`config.mk`:
```
export PLATFORM = sky130hd
export DESIGN_NAME = line_sensor_array_tracker_top
export DESIGN_NICKNAME = d
export VERILOG_FILES = /design/src/rtl/lsat_pkg.sv /design/src/rtl/line_sensor_array_tracker_top.sv /design/src/rtl/lsat_cell.sv /design/src/rtl/lsat_out.sv
export SDC_FILE = /design/constraint.sdc
export NUM_CORES = 1
export LEC_CHECK = 0
export ABC_AREA = 1
export BUFFER_PORTS_ARGS = -buffer_cell sky130_fd_sc_hd__clkbuf_2
export CAP_MARGIN = 5
export CORE_ASPECT_RATIO = 0.75
export CORE_MARGIN = 3
export CORE_UTILIZATION = 40
export DETAILED_ROUTE_END_ITERATION = 7
export PLACE_DENSITY_LB_ADDON = 0.12
export SYNTH_ARGS = -nofsm -noshare
export SYNTH_HDL_FRONTEND = slang
export SYNTH_SLANG_ARGS = --single-unit
```
`constraint.sdc`:
```
create_clock -name i_clk -period 7.2 [get_ports i_clk]
set_input_delay 0.36 -clock i_clk [delete_from_list [all_inputs] [get_ports i_clk]]
set_output_delay 0.36 -clock i_clk [all_outputs]
set_load 0.05 [all_outputs]
```
`src/rtl/lsat_pkg.sv`:
```
// Shared types, constants and a helper function of the line sensor array tracker.
package lsat_pkg;

    localparam int NUM_SENSORS   = 11;
    localparam int IDX_W         = $clog2(NUM_SENSORS);
    localparam int SAMPLE_W      = 8;
    localparam int MASK_W        = 11;
    localparam int CENTRE_INDEX  = 5;
    localparam int APB_ADDR_W    = 4;
    localparam int APB_DATA_W    = 32;

    // Register indexes on the configuration port (byte address 4*index).
    localparam logic [1:0] REG_TAPE_THRESHOLD = 2'd0;
    localparam logic [1:0] REG_NEAR_LOW       = 2'd1;
    localparam logic [1:0] REG_NEAR_HIGH      = 2'd2;

    localparam logic [SAMPLE_W-1:0] RESET_TAPE_THRESHOLD = 8'd50;
    localparam logic [SAMPLE_W-1:0] RESET_NEAR_LOW       = 8'd20;
    localparam logic [SAMPLE_W-1:0] RESET_NEAR_HIGH      = 8'd140;

    localparam logic signed [3:0] LEFT_END_OFFSET  = 4'sd4;
    localparam logic signed [3:0] RIGHT_END_OFFSET = -4'sd4;

    localparam logic [7:0] TURN_LEFT_BIT   = 8'h80;
    localparam logic [7:0] TURN_RIGHT_BIT  = 8'h40;
    localparam logic [7:0] TURN_NONE       = 8'h00;
    localparam logic [7:0] TURN_BOTH       = 8'h01;
    localparam logic [7:0] TURN_LEFT_ONLY  = 8'h02;
    localparam logic [7:0] TURN_RIGHT_ONLY = 8'h03;
    localparam logic [7:0] TURN_OVERRIDE   = 8'd193;

    typedef struct packed {
        logic [SAMPLE_W-1:0] sample_0;
        logic [SAMPLE_W-1:0] sample_1;
        logic [SAMPLE_W-1:0] sample_2;
        logic [SAMPLE_W-1:0] sample_3;
        logic [SAMPLE_W-1:0] sample_4;
        logic [SAMPLE_W-1:0] sample_5;
        logic [SAMPLE_W-1:0] sample_6;
        logic [SAMPLE_W-1:0] sample_7;
        logic [SAMPLE_W-1:0] sample_8;
        logic [SAMPLE_W-1:0] sample_9;
        logic [SAMPLE_W-1:0] sample_10;
        logic [SAMPLE_W-1:0] ir_sample;
    } t_in_item;

    typedef struct packed {
        logic signed [3:0]   line_offset;
        logic [SAMPLE_W-1:0] peak_value;
        logic signed [3:0]   neighbor_offset;
        logic [MASK_W-1:0]   tape_mask;
        logic [7:0]          turn_code;
        logic                obstacle;
    } t_out_item;

    // What one cell hands to the next: the frame and the running search result.
    typedef struct packed {
        t_in_item            frame;
        logic [MASK_W-1:0]   mask;
        logic [IDX_W-1:0]    best_idx;
        logic [SAMPLE_W-1:0] best_val;
        logic [SAMPLE_W-1:0] left_val;
        logic [SAMPLE_W-1:0] right_val;
    } t_chain;

    // Sample of one sensor; positions outside the row read as zero.
    function automatic logic [SAMPLE_W-1:0] get_sample(input t_in_item f,
                                                      input logic [IDX_W-1:0] idx);
        logic [SAMPLE_W-1:0] s;
        case (idx)
            4'd0:    s = f.sample_0;
            4'd1:    s = f.sample_1;
            4'd2:    s = f.sample_2;
            4'd3:    s = f.sample_3;
            4'd4:    s = f.sample_4;
            4'd5:    s = f.sample_5;
            4'd6:    s = f.sample_6;
            4'd7:    s = f.sample_7;
            4'd8:    s = f.sample_8;
            4'd9:    s = f.sample_9;
            4'd10:   s = f.sample_10;
            default: s = '0;
        endcase
        if (int'(idx) >= NUM_SENSORS) begin
            s = '0;
        end
        return s;
    endfunction

endpackage

```
`src/rtl/line_sensor_array_tracker_top.sv`:
```
// Top level of the line sensor array tracker: register port, cell chain and output stage.
//
// Each input item is one frame of eleven reflectance samples and one IR
// distance sample, offered on i_in_valid / o_in_ready. Each frame gives
// exactly one result item on o_out_valid / i_out_ready, in order.
// The frame walks down a chain of eleven cells, one per sensor. Each cell
// thresholds its own sample into the tape mask and updates the running
// brightest-sensor search. An output stage then forms the neighbor offset,
// turn code and obstacle flag, and registers the result. A new frame is
// accepted every cycle while the receiver keeps up and the chain is not stalled.
// The chain is elastic: each stage holds its item only while the stage
// after it is full and stalled, so when the receiver stalls the bubbles
// close up first and o_in_ready drops only once every stage holds an item.
// Configuration registers are to be written over the APB-style port only
// while the block is idle; the block itself does not enforce this. Synchronous
// active-low reset empties the chain, clears the held neighbor offset to zero
// and sets the registers to their defaults (threshold 50, near window 20 to 140).
module line_sensor_array_tracker_top (
    input  logic                            i_clk,
    input  logic                            i_rst_n,
    input  logic                            i_in_valid,
    output logic                            o_in_ready,
    input  lsat_pkg::t_in_item              i_in_item,
    output logic                            o_out_valid,
    input  logic                            i_out_ready,
    output lsat_pkg::t_out_item             o_out_item,
    input  logic                            psel,
    input  logic                            penable,
    input  logic                            pwrite,
    input  logic [lsat_pkg::APB_ADDR_W-1:0] paddr,
    input  logic [lsat_pkg::APB_DATA_W-1:0] pwdata,
    output logic [lsat_pkg::APB_DATA_W-1:0] prdata,
    output logic                            pready
);
    import lsat_pkg::*;

    logic [SAMPLE_W-1:0] r_tape_threshold;
    logic [SAMPLE_W-1:0] r_near_low;
    logic [SAMPLE_W-1:0] r_near_high;

    // Chain links: entry k feeds cell k, entry NUM_SENSORS feeds the output stage.
    logic   w_valid [NUM_SENSORS+1];
    t_chain w_data  [NUM_SENSORS+1];
    logic   w_adv   [NUM_SENSORS+1];

    // The register port never waits.
    assign pready = 1'b1;

    // Register writes land in the access phase; index is the word address.
    always_ff @(posedge i_clk) begin
        if (!i_rst_n) begin
            r_tape_threshold <= RESET_TAPE_THRESHOLD;
            r_near_low       <= RESET_NEAR_LOW;
            r_near_high      <= RESET_NEAR_HIGH;
        end else if (psel && penable && pwrite) begin
            unique case (paddr[3:2])
                REG_TAPE_THRESHOLD: r_tape_threshold <= pwdata[SAMPLE_W-1:0];
                REG_NEAR_LOW:       r_near_low       <= pwdata[SAMPLE_W-1:0];
                REG_NEAR_HIGH:      r_near_high      <= pwdata[SAMPLE_W-1:0];
                default: ;
            endcase
        end
    end

    always_comb begin
        unique case (paddr[3:2])
            REG_TAPE_THRESHOLD: prdata = APB_DATA_W'(r_tape_threshold);
            REG_NEAR_LOW:       prdata = APB_DATA_W'(r_near_low);
            REG_NEAR_HIGH:      prdata = APB_DATA_W'(r_near_high);
            default:            prdata = '0;
        endcase
    end

    // The first cell sees an empty mask and search; it always takes its sample.
    assign w_valid[0] = i_in_valid;
    assign w_data[0]  = '{frame: i_in_item, mask: '0, best_idx: '0, best_val: '0,
                          left_val: '0, right_val: '0};

    assign o_in_ready = w_adv[0];

    for (genvar k = 0; k < NUM_SENSORS; k++) begin : g_cell
        lsat_cell u_cell (
            .i_clk       (i_clk),
            .i_rst_n     (i_rst_n),
            .i_index     (IDX_W'(k)),
            .i_threshold (r_tape_threshold),
            .i_valid     (w_valid[k]),
            .i_data      (w_data[k]),
            .i_next_adv  (w_adv[k+1]),
            .o_adv       (w_adv[k]),
            .o_valid     (w_valid[k+1]),
            .o_data      (w_data[k+1])
        );
    end

    lsat_out u_out (
        .i_clk       (i_clk),
        .i_rst_n     (i_rst_n),
        .i_valid     (w_valid[NUM_SENSORS]),
        .i_data      (w_data[NUM_SENSORS]),
        .i_near_low  (r_near_low),
        .i_near_high (r_near_high),
        .i_out_ready (i_out_ready),
        .o_adv       (w_adv[NUM_SENSORS]),
        .o_out_valid (o_out_valid),
        .o_out_item  (o_out_item)
    );

    // Input back-pressure only appears when the whole chain is full and stalled.
    a_ready_only_when_full: assert property (@(posedge i_clk) disable iff (!i_rst_n)
        !o_in_ready |-> (o_out_valid && !i_out_ready))
        else $error("input stalled while the output side can move");

    // The line offset stays within the sensor row.
    a_line_offset_range: assert property (@(posedge i_clk) disable iff (!i_rst_n)
        o_out_valid |-> (o_out_item.line_offset >= -4'sd5 &&
                         o_out_item.line_offset <= 4'sd5))
        else $error("line offset out of range");

    // Tape under both sensor 2 and sensor 8 forces the override turn code.
    a_turn_override: assert property (@(posedge i_clk) disable iff (!i_rst_n)
        (o_out_valid && o_out_item.tape_mask[2] && o_out_item.tape_mask[8]) |->
            (o_out_item.turn_code == TURN_OVERRIDE))
        else $error("turn override not applied");

endmodule

```
`src/rtl/lsat_cell.sv`:
```
// One sensor cell: thresholds its sample and updates the running peak search.
module lsat_cell (
    input  logic                          i_clk,
    input  logic                          i_rst_n,
    input  logic [lsat_pkg::IDX_W-1:0]    i_index,
    input  logic [lsat_pkg::SAMPLE_W-1:0] i_threshold,
    input  logic                          i_valid,
    input  lsat_pkg::t_chain              i_data,
    input  logic                          i_next_adv,
    output logic                          o_adv,
    output logic                          o_valid,
    output lsat_pkg::t_chain              o_data
);
    import lsat_pkg::*;

    logic                r_valid;
    t_chain              r_data;
    t_chain              n_data;
    logic [SAMPLE_W-1:0] w_sample;

    // The stage can load when it is empty or its item moves on this cycle.
    assign o_adv = !r_valid || i_next_adv;

    always_comb begin
        n_data   = i_data;
        w_sample = get_sample(i_data.frame, i_index);
        n_data.mask[i_index] = (w_sample >= i_threshold);
        // Strictly greater keeps the lowest index on ties.
        if (i_index == '0 || w_sample > i_data.best_val) begin
            n_data.best_idx  = i_index;
            n_data.best_val  = w_sample;
            n_data.left_val  = get_sample(i_data.frame, IDX_W'(i_index - 1'b1));
            n_data.right_val = get_sample(i_data.frame, IDX_W'(i_index + 1'b1));
        end
    end

    always_ff @(posedge i_clk) begin
        if (!i_rst_n) begin
            r_valid <= 1'b0;
        end else if (o_adv) begin
            r_valid <= i_valid;
        end
    end

    always_ff @(posedge i_clk) begin
        if (o_adv) begin
            r_data <= n_data;
        end
    end

    assign o_valid = r_valid;
    assign o_data  = r_data;

endmodule

```
`src/rtl/lsat_out.sv`:
```
// Output stage: neighbor offset with hold, turn code, obstacle flag and result register.
module lsat_out (
    input  logic                          i_clk,
    input  logic                          i_rst_n,
    input  logic                          i_valid,
    input  lsat_pkg::t_chain              i_data,
    input  logic [lsat_pkg::SAMPLE_W-1:0] i_near_low,
    input  logic [lsat_pkg::SAMPLE_W-1:0] i_near_high,
    input  logic                          i_out_ready,
    output logic                          o_adv,
    output logic                          o_out_valid,
    output lsat_pkg::t_out_item           o_out_item
);
    import lsat_pkg::*;

    logic              r_valid;
    t_out_item         r_item;
    t_out_item         n_item;
    logic signed [3:0] r_held;
    logic signed [3:0] n_held;
    logic              w_centre;
    logic              w_left;
    logic              w_right;

    assign o_adv = !r_valid || i_out_ready;

    always_comb begin
        n_held = r_held;
        if (i_data.best_idx == '0) begin
            n_held = LEFT_END_OFFSET;
        end else if (int'(i_data.best_idx) == NUM_SENSORS - 1) begin
            n_held = RIGHT_END_OFFSET;
        end else if (i_data.left_val > i_data.right_val) begin
            n_held = 4'(CENTRE_INDEX + 1 - int'(i_data.best_idx));
        end else if (i_data.left_val < i_data.right_val) begin
            n_held = 4'(CENTRE_INDEX - 1 - int'(i_data.best_idx));
        end

        w_centre = |i_data.mask[6:4];
        w_left   = |i_data.mask[2:0] && w_centre;
        w_right  = |i_data.mask[10:8] && w_centre;

        n_item.line_offset     = 4'(CENTRE_INDEX - int'(i_data.best_idx));
        n_item.peak_value      = i_data.best_val;
        n_item.neighbor_offset = n_held;
        n_item.tape_mask       = i_data.mask;
        if (w_left && w_right) begin
            n_item.turn_code = TURN_BOTH | TURN_LEFT_BIT | TURN_RIGHT_BIT;
        end else if (w_left) begin
            n_item.turn_code = TURN_LEFT_ONLY | TURN_LEFT_BIT;
        end else if (w_right) begin
            n_item.turn_code = TURN_RIGHT_ONLY | TURN_RIGHT_BIT;
        end else begin
            n_item.turn_code = TURN_NONE;
        end
        if (i_data.mask[2] && i_data.mask[8]) begin
            n_item.turn_code = TURN_OVERRIDE;
        end
        n_item.obstacle = (i_data.frame.ir_sample >= i_near_low) &&
                          (i_data.frame.ir_sample < i_near_high);
    end

    always_ff @(posedge i_clk) begin
        if (!i_rst_n) begin
            r_valid <= 1'b0;
            r_held  <= '0;
        end else if (o_adv) begin
            r_valid <= i_valid;
            if (i_valid) begin
                r_held <= n_held;
            end
        end
    end

    always_ff @(posedge i_clk) begin
        if (o_adv && i_valid) begin
            r_item <= n_item;
        end
    end

    assign o_out_valid = r_valid;
    assign o_out_item  = r_item;

endmodule

```
==> load_flow_metrics.sql, run 1 <==
INSERT INTO impl_metrics (metric_group, metric, value, unit) VALUES
('route', 'num_vias', '20100', ''),
('timing', 'timing.slew.headroom', '18.3', '%'),
('route', 'drt_iter0_drc', '1675', ''),
('hold_path', 'whs_endpoint', 'r_near_high[7]', ''),
('die', 'cell_rows', '98', ''),
('power', 'power_leakage', '18.5', 'nW'),
('timing', 'fmaxAchievable', '0.250', 'GHz'),
('die', 'ioPinCount', '210', ''),
('logic_synthesis', 'yosysUniqueCellTypes', '38', ''),
('hold_path', 'holdCritPathClass', 'in2reg', ''),
('power', 'fin_total_pwr', '15.5', 'mW'),
('worst_setup_path', 'rr_endpoint', 'g_cell[1].u_cell.o_data[73]', ''),
('hold_path', 'worst_hold_path.num_cells', '4', ''),
('final_layout', 'final_core_utilization', '47.3', '%'),
('global_route', 'grt_antenna_before_repair', '1', ''),
('clock_network', 'ctsRootBufferMaster', 'sky130_fd_sc_hd__clkbuf_16', ''),
('global_route', 'grt.total_usage', '14.8', '%'),
('route', 'vias_per_cell', '4.71', ''),
('worst_setup_path', 'critical_path.endpoint_type', 'primary output', ''),
('worst_setup_path', 'ff2ff_setup_slack', '3.37', 'ns'),
('status', 'run_status', 'completed', ''),
('die', 'die-width', '365', 'microns'),
('timing', 'timing.final.hold_violations', '0', ''),
('logic_synthesis', 'syn_inst', '2593', ''),
('timing', 'final.setup.worst_slack', '3.20', 'ns'),
('final_layout', 'layout-drive-gt1-share', '12.0', '%'),
('clock_network', 'insertion_delay', '0.68', 'ns'),
('worst_setup_path', 'timing.critical_path.required', '6.84', 'ns'),
('logic_synthesis', 'synth_sequential_area_ratio', '77.6', '%'),
('placed_design', 'gp_congestion', '0.800', ''),
('logic_synthesis', 'syn_area', '38700', 'sq um'),
('route', 'drt_first_pass_iters', '7', ''),
('route', 'detail-route-antenna-nets', '0', ''),
('die', 'core_region_area', '95600', 'sq um'),
('clock_network', 'clock_transition_at_the_registers_of_the_reported_paths', '0.06', 'ns'),
('worst_setup_path', 'critical_path_class', 'in2out', ''),
('timing', 'rsz0062_at_grt', 'false', ''),
('die', 'dieArea', '101000', 'sq um'),
('placed_design', 'post-place-cells', '3967', ''),
('placed_design', 'detailed_place_hpwl', '49.2', 'mm'),
('timing', 'finalWorstPathRequiredPeriod', '4.00', 'ns'),
('route', 'remaining_drc_errors', '0', ''),
('final_layout', 'area_delta_synth_final', '16.8', '%'),
('timing', 'hold_slack', '0.222', 'ns'),
('timing', 'setup_viol', '0', ''),
('worst_setup_path', 'critical_path.cell_chain', 'dlygate4sd3_1, clkbuf_2, inv_1, nand4_4, buf_4, nor3_4, nand4_4, nor2_4, nand4_4, buf_4, clkbuf_2', ''),
('logic_synthesis', 'ys_seq_elements', '1014', ''),
('worst_setup_path', 'timing.critical_path.from_type', 'input pin', ''),
('timing', 'worst_clock_skew', '0.0261', 'ns'),
('clock_network', 'cts-buffers-inserted', '100', ''),
('global_route', 'via_count_of_the_first_global_routing_pass', '19900', ''),
('worst_setup_path', 'worst-endpoint-arrival', '3.64', 'ns'),
('clock_network', 'clock-sinks', '1014', ''),
('timing', 'max_slew.worst_pin.slew', '1.22', 'ns'),
('clock_network', 'cts_max_level', '3', ''),
('run', 'maxCapViolations', '0', ''),
('timing', 'timing_max_transition_violations_final', '0', ''),
('clock_network', 'tritoncts', 'built', ''),
('clock_network', 'cts-resized-gates', '0', ''),
('worst_setup_path', 'critical-path-slowest-cell', 'sky130_fd_sc_hd__dlygate4sd3_1', ''),
('placed_design', 'detailed_place.area', '40800', 'sq um'),
('hold_path', 'source_of_the_worst_hold_timing_path', 'pwrite', ''),
('worst_setup_path', 'critical_path.reg2reg.startpoint', 'g_cell[10].u_cell.o_valid', ''),
('final_layout', 'stdcell_area', '45200', 'sq um'),
('logic_synthesis', 'synth.avg_cell_area', '14.9', 'sq um'),
('worst_setup_path', 'critical_path.top_delay_family', 'buffers and inverters', ''),
('timing', 'setup_tns', '0', 'ns'),
('timing', 'final.period_utilization', '55.6', '%'),
('global_route', 'grt_max_degree', '90', ''),
('die', 'die_h', '275', 'microns'),
('route', 'wirelength', '72.8', 'mm');
## power by group
group / switching, mW / internal [mW] / total (mW)
clock: 2.15 / 3.10 / 5.25
combinational: 1.54 / 0.734 / 2.28
sequential: 0.319 / 7.61 / 7.93
## cell families (layout without fill, tap and decap cells)
family / after synthesis / in the layout / synth area share [%]
flops: 1014 / 1014 / 77.6
xor+xnor: 5 / 5 / 0.113
compound gates: 330 / 330 / 4.67
buf+inv: 343 / 733 / 3.86
simple gates: 702 / 702 / 7.33
fa+ha+maj: 197 / 197 / 6.37
other cells: 2 / 30 / 0.0194
## flip-flops by register name, indices dropped and copies added, names as in the netlist
signal,cells
g_cell.u_cell.o_valid,11
r_near_high,8
u_out.o_out_item,31
u_out.o_out_valid,1
u_out.r_held,4
g_cell.u_cell.o_data,943
r_near_low,8
r_tape_threshold,8
## routing by layer
layer | global-route usage [%] | part of all wire, % | vias to the layer above
met4 | 4.17 | 2.6 | 0
met5 | 0 | 0 | -
met2 | 21.9 | 43 | 496
met1 | 21.8 | 48 | 9592
met3 | 3.58 | 6.2 | 118
li1 | - | - | 9844
## synthesized netlist by cell type
master                        n  area share, %
sky130_fd_sc_hd__nand3_2      1          0.026
sky130_fd_sc_hd__nor2_4       2          0.058
sky130_fd_sc_hd__nor2_1      80           0.78
sky130_fd_sc_hd__conb_1       2          0.019
sky130_fd_sc_hd__inv_2        8          0.078
sky130_fd_sc_hd__o2111ai_1    6           0.14
sky130_fd_sc_hd__o211ai_1    21           0.41
sky130_fd_sc_hd__a21boi_0     5          0.097
sky130_fd_sc_hd__nor2_2       3          0.049
sky130_fd_sc_hd__a21oi_2      1          0.023
sky130_fd_sc_hd__buf_4       49           0.95
sky130_fd_sc_hd__nand3b_1     1          0.019
sky130_fd_sc_hd__o221ai_1     8           0.18
sky130_fd_sc_hd__xnor2_1      2          0.045
sky130_fd_sc_hd__buf_2       18           0.23
sky130_fd_sc_hd__o31ai_1      2          0.039
sky130_fd_sc_hd__o21ai_2      2          0.045
sky130_fd_sc_hd__o21ai_0    150            1.9
sky130_fd_sc_hd__nand4_4      2           0.11
sky130_fd_sc_hd__nor3_4       1          0.042
sky130_fd_sc_hd__nand2_2      7           0.11
sky130_fd_sc_hd__nand2_1    558            5.4
sky130_fd_sc_hd__o21a_1       2          0.039
sky130_fd_sc_hd__o21ai_1      4          0.052
sky130_fd_sc_hd__nor3_1       1          0.013
sky130_fd_sc_hd__nand4_2      1          0.032
sky130_fd_sc_hd__nand4_1     19           0.31
sky130_fd_sc_hd__a21oi_1    123            1.6
sky130_fd_sc_hd__nand3_1     16           0.21
sky130_fd_sc_hd__ha_1       197            6.4
sky130_fd_sc_hd__or2_2        9           0.15
sky130_fd_sc_hd__edfxtp_1   974             76
sky130_fd_sc_hd__a21o_1       6           0.12
sky130_fd_sc_hd__or3_1        1          0.016
sky130_fd_sc_hd__clkbuf_1     9          0.087
sky130_fd_sc_hd__inv_1      259            2.5
sky130_fd_sc_hd__xor2_1       3          0.068
sky130_fd_sc_hd__dfxtp_1     40            2.1
## timing repair
item / in CTS / in global routing
endpoints found under the hold margin: 121 / 0
hold buffers: 106 / 0
buffers inserted: 0 / 0
## tightest hold or removal path: cells and delay by family
| family | cells | cell delay, ns |
|---|---|---|
| AO/OA/AOI/OAI | 1 | 0.14 |
| buffers and inverters | 1 | 0.08 |
| AND/OR/NAND/NOR | 2 | 0.28 |
## placed cells by master (no fill, tap or decap), drive strengths merged, types with 6 or more instances in the layout
| master | instances |
|---|---|
| nand3 | 17 |
| conb | 29 |
| dlygate4sd3 | 106 |
| edfxtp | 974 |
| or2 | 9 |
| o211ai | 21 |
| ha | 197 |
| o221ai | 8 |
| clkbuf | 276 |
| bufinv | 14 |
| clkinv | 44 |
| inv | 272 |
| a21o | 6 |
| o2111ai | 6 |
| nand2 | 565 |
| nor2 | 85 |
| o21ai | 156 |
| dfxtp | 40 |
| nand4 | 22 |
| a21oi | 124 |
| buf | 19 |
## layout make-up
type	instances	area, sq um
clock inverters	65	693
well taps	1250	1560
repair buffers	279	1970
flip-flops and latches	1014	30000
multi-input cells	1263	7300
clock buffers	122	2630
diodes	1	2.50
inverters	267	1000
fillers	8339	50400
## how the worst max path moves through the flow
| stage | slack [ns] | startpoint | depth (start not counted) | to |
|---|---|---|---|---|
| floorplan | 0.82 | u_out.o_out_valid | 5 | g_cell[0].u_cell.o_data[100] |
| global placement | 3.24 | i_out_ready | 9 | g_cell[1].u_cell.o_data[73] |
| detailed placement | 3.14 | i_out_ready | 9 | g_cell[1].u_cell.o_data[74] |
| CTS | 3.02 | g_cell[10].u_cell.o_valid | 8 | o_in_ready |
| global route | 2.85 | u_out.o_out_valid | 8 | o_in_ready |
| finish | 3.20 | i_out_ready | 11 | o_in_ready |
(Power assumes the default switching activity.)
==> run 2, diff against run 1 <==
- clock period: 7.2 -> 3.4 ns (I/O delays scaled with it)
==> load_flow_metrics.sql, run 2 (same netlist as run 1, synthesis figures left out) <==
INSERT INTO impl_metrics (metric_group, metric, value, unit) VALUES
('timing', 'final.setup.worst_slack', '0.600', 'ns'),
('placed_design', 'detailed_place_hpwl', '50.7', 'mm'),
('route', 'remaining_drc_errors', '0', ''),
('route', 'num_vias', '20100', ''),
('clock_network', 'clock_transition_at_the_registers_of_the_reported_paths', '0.06', 'ns'),
('route', 'drt-wirelength-per-cell', '17.5', 'microns'),
('route', 'drt_iter0_drc', '1446', ''),
('clock_network', 'clock-sinks', '1014', ''),
('clock_network', 'clockBufferDepth', '3', ''),
('power', 'fin_total_pwr', '32.2', 'mW'),
('clock_network', 'cts_max_level', '3', ''),
('timing', 'timing.slew.headroom', '23.1', '%'),
('power', 'ir_drop', '0.383', 'mV'),
('hold_path', 'worst_hold_path.num_cells', '4', ''),
('global_route', 'grt_pass1_wl', '116', 'mm'),
('worst_setup_path', 'critical_path_class', 'reg2out', ''),
('hold_path', 'holdCritPathClass', 'in2reg', ''),
('worst_setup_path', 'timing.critical_path.from_type', 'flip-flop', ''),
('die', 'core_region_area', '95600', 'sq um'),
('final_layout', 'final_net_count', '3291', ''),
('global_route', 'grt.total_usage', '15.2', '%'),
('global_route', 'via_count_of_the_first_global_routing_pass', '20300', ''),
('placed_design', 'gp_congestion', '0.811', ''),
('placed_design', 'port-buffer-count', '154', ''),
('route', 'vias_per_cell', '4.70', ''),
('worst_setup_path', 'r2r_cells', '8', ''),
('route', 'wirelength', '74.8', 'mm'),
('worst_setup_path', 'critical_path.endpoint_type', 'primary output', ''),
('final_layout', 'final_core_utilization', '47.4', '%'),
('clock_network', 'tritoncts', 'built', ''),
('final_layout', 'final_common_cell', 'sky130_fd_sc_hd__edfxtp_1', ''),
('final_layout', 'area_delta_synth_final', '17.1', '%'),
('power', 'cellPowerDensity', '711', 'nW/um^2'),
('die', 'dieArea', '101000', 'sq um'),
('route', 'detail-route-antenna-nets', '0', ''),
('die', 'cell_rows', '98', ''),
('clock_network', 'cts_setup_buffers', '0', ''),
('timing', 'timing.final.hold_violations', '0', ''),
('timing', 'timing_max_transition_violations_final', '0', ''),
('global_route', 'gr-total-overflow', '0', ''),
('status', 'run_status', 'completed', ''),
('route', 'drt_first_pass_iters', '5', ''),
('clock_network', 'ctsRootBufferMaster', 'sky130_fd_sc_hd__clkbuf_16', ''),
('placed_design', 'pre_cts_ws', '0.738', 'ns'),
('worst_setup_path', 'timing.critical_path.required', '3.23', 'ns'),
('final_layout', 'layout-drive-gt1-share', '12.2', '%'),
('clock_network', 'insertion_delay', '0.68', 'ns'),
('final_layout', 'filler_cell_count', '8236', ''),
('timing', 'finalWorstPathRequiredPeriod', '2.80', 'ns'),
('timing', 'max_slew.worst_pin.slew', '1.15', 'ns'),
('worst_setup_path', 'worst-path-max-fanout', '99', ''),
('power', 'power_leakage', '18.5', 'nW'),
('final_layout', 'mostFrequentLayoutCells', '974 x sky130_fd_sc_hd__edfxtp_1, 555 x sky130_fd_sc_hd__nand2_1, 255 x sky130_fd_sc_hd__inv_1, 197 x sky130_fd_sc_hd__ha_1, 154 x sky130_fd_sc_hd__clkbuf_2', ''),
('die', 'die-width', '365', 'microns'),
('timing', 'rsz0062_at_grt', 'false', ''),
('die', 'floorplan.initialDensity', '40.5', '%'),
('worst_setup_path', 'worst-endpoint-arrival', '2.63', 'ns'),
('global_route', 'grt_antenna_before_repair', '1', ''),
('timing', 'final.period_utilization', '82.3', '%'),
('timing', 'fmaxAchievable', '0.357', 'GHz'),
('final_layout', 'largest_register_ffs', '943', ''),
('die', 'die_h', '275', 'microns'),
('global_route', 'grt_max_degree', '100', ''),
('clock_network', 'cts-buffers-inserted', '99', ''),
('timing', 'setup_tns', '0', 'ns'),
('timing', 'setup_viol', '0', ''),
('die', 'ioPinCount', '210', ''),
('run', 'maxCapViolations', '0', ''),
('timing', 'worst_clock_skew', '0.0258', 'ns');
## run 2: cell count changes in the layout (fill, tap and decap cells not counted), moves of 6 or more
cell	change
sky130_fd_sc_hd__buf_4	+14
sky130_fd_sc_hd__dlygate4sd3_1	+11
sky130_fd_sc_hd__bufinv_16	-6
sky130_fd_sc_hd__clkinv_2	-6
sky130_fd_sc_hd__buf_12	+6
## run 2: final timing paths
| path | startpoint | end | slack [ns] |
|---|---|---|---|
| hold / removal | psel | r_tape_threshold[5] | 0.08 |
| setup / recovery | g_cell[10].u_cell.o_valid | o_in_ready | 0.60 |
| hold reg to reg | g_cell[6].u_cell.o_data[60] | g_cell[7].u_cell.o_data[60] | 0.41 |
| setup reg to reg | g_cell[1].u_cell.o_data[112] | g_cell[2].u_cell.o_data[22] | 0.71 |
## run 2: layer usage
metal	part of all wire (%)	track usage (%)	wire length, microns	up-vias
li1	-	-	-	9902
met1	50	22.7	37200	9645
met2	43	22.2	31900	453
met3	5.5	3.49	4110	120
met4	2.2	4.33	1650	0
met5	0	0	0	-
## run 2: worst max-delay path: stages (launching register included)
cell and delay [ns]:
sky130_fd_sc_hd__dfxtp_1 0.40, sky130_fd_sc_hd__nand4_4 0.14, sky130_fd_sc_hd__nor3_4 0.27, sky130_fd_sc_hd__nand4_4 0.14, sky130_fd_sc_hd__nor2_4 0.27, sky130_fd_sc_hd__nand4_4 0.13
sky130_fd_sc_hd__buf_12 0.26, sky130_fd_sc_hd__clkbuf_2 0.31
## run 2: through the flow
| stage | area, sq um | hold WS [ns] | cells |
|---|---|---|---|
| floorplan | 38800 | 0.269 | 2620 |
| global placement | 41100 | 0.346 | 3987 |
| detailed placement | 41100 | 0.349 | 3987 |
| CTS | 45300 | 0.00874 | 4279 |
| global route | 45300 | 0.0450 | 4279 |
| finish | 45300 | 0.0763 | 4280 |
## run 2: what timing repair did
item / 4_1_cts / 5_1_grt
hold endpoints to repair: 123 / 0
resized for setup: 0 / 0
setup endpoints to repair: 0 / 0
hold buffers: 117 / 0
## run 2: power breakdown
part           switching [mW]  total, mW  internal (mW)
registers               0.703       16.8           16.1
logic                    3.29       4.89           1.60
clock network            4.53       10.5           5.99
total                    8.52       32.2           23.7
## run 2: layout make-up
| type | count | area, sq um | area share [%] |
|---|---|---|---|
| clock buffer | 120 | 2580 | 5.69 |
| inverter | 267 | 1010 | 2.23 |
| clock inverter | 55 | 515 | 1.14 |
| timing repair buffer | 310 | 2310 | 5.10 |
| tap | 1250 | 1560 | 3.45 |
| antenna | 1 | 2.50 | 0.00552 |
| sequential | 1014 | 30100 | 66.3 |
| multi-input combinational | 1263 | 7300 | 16.1 |
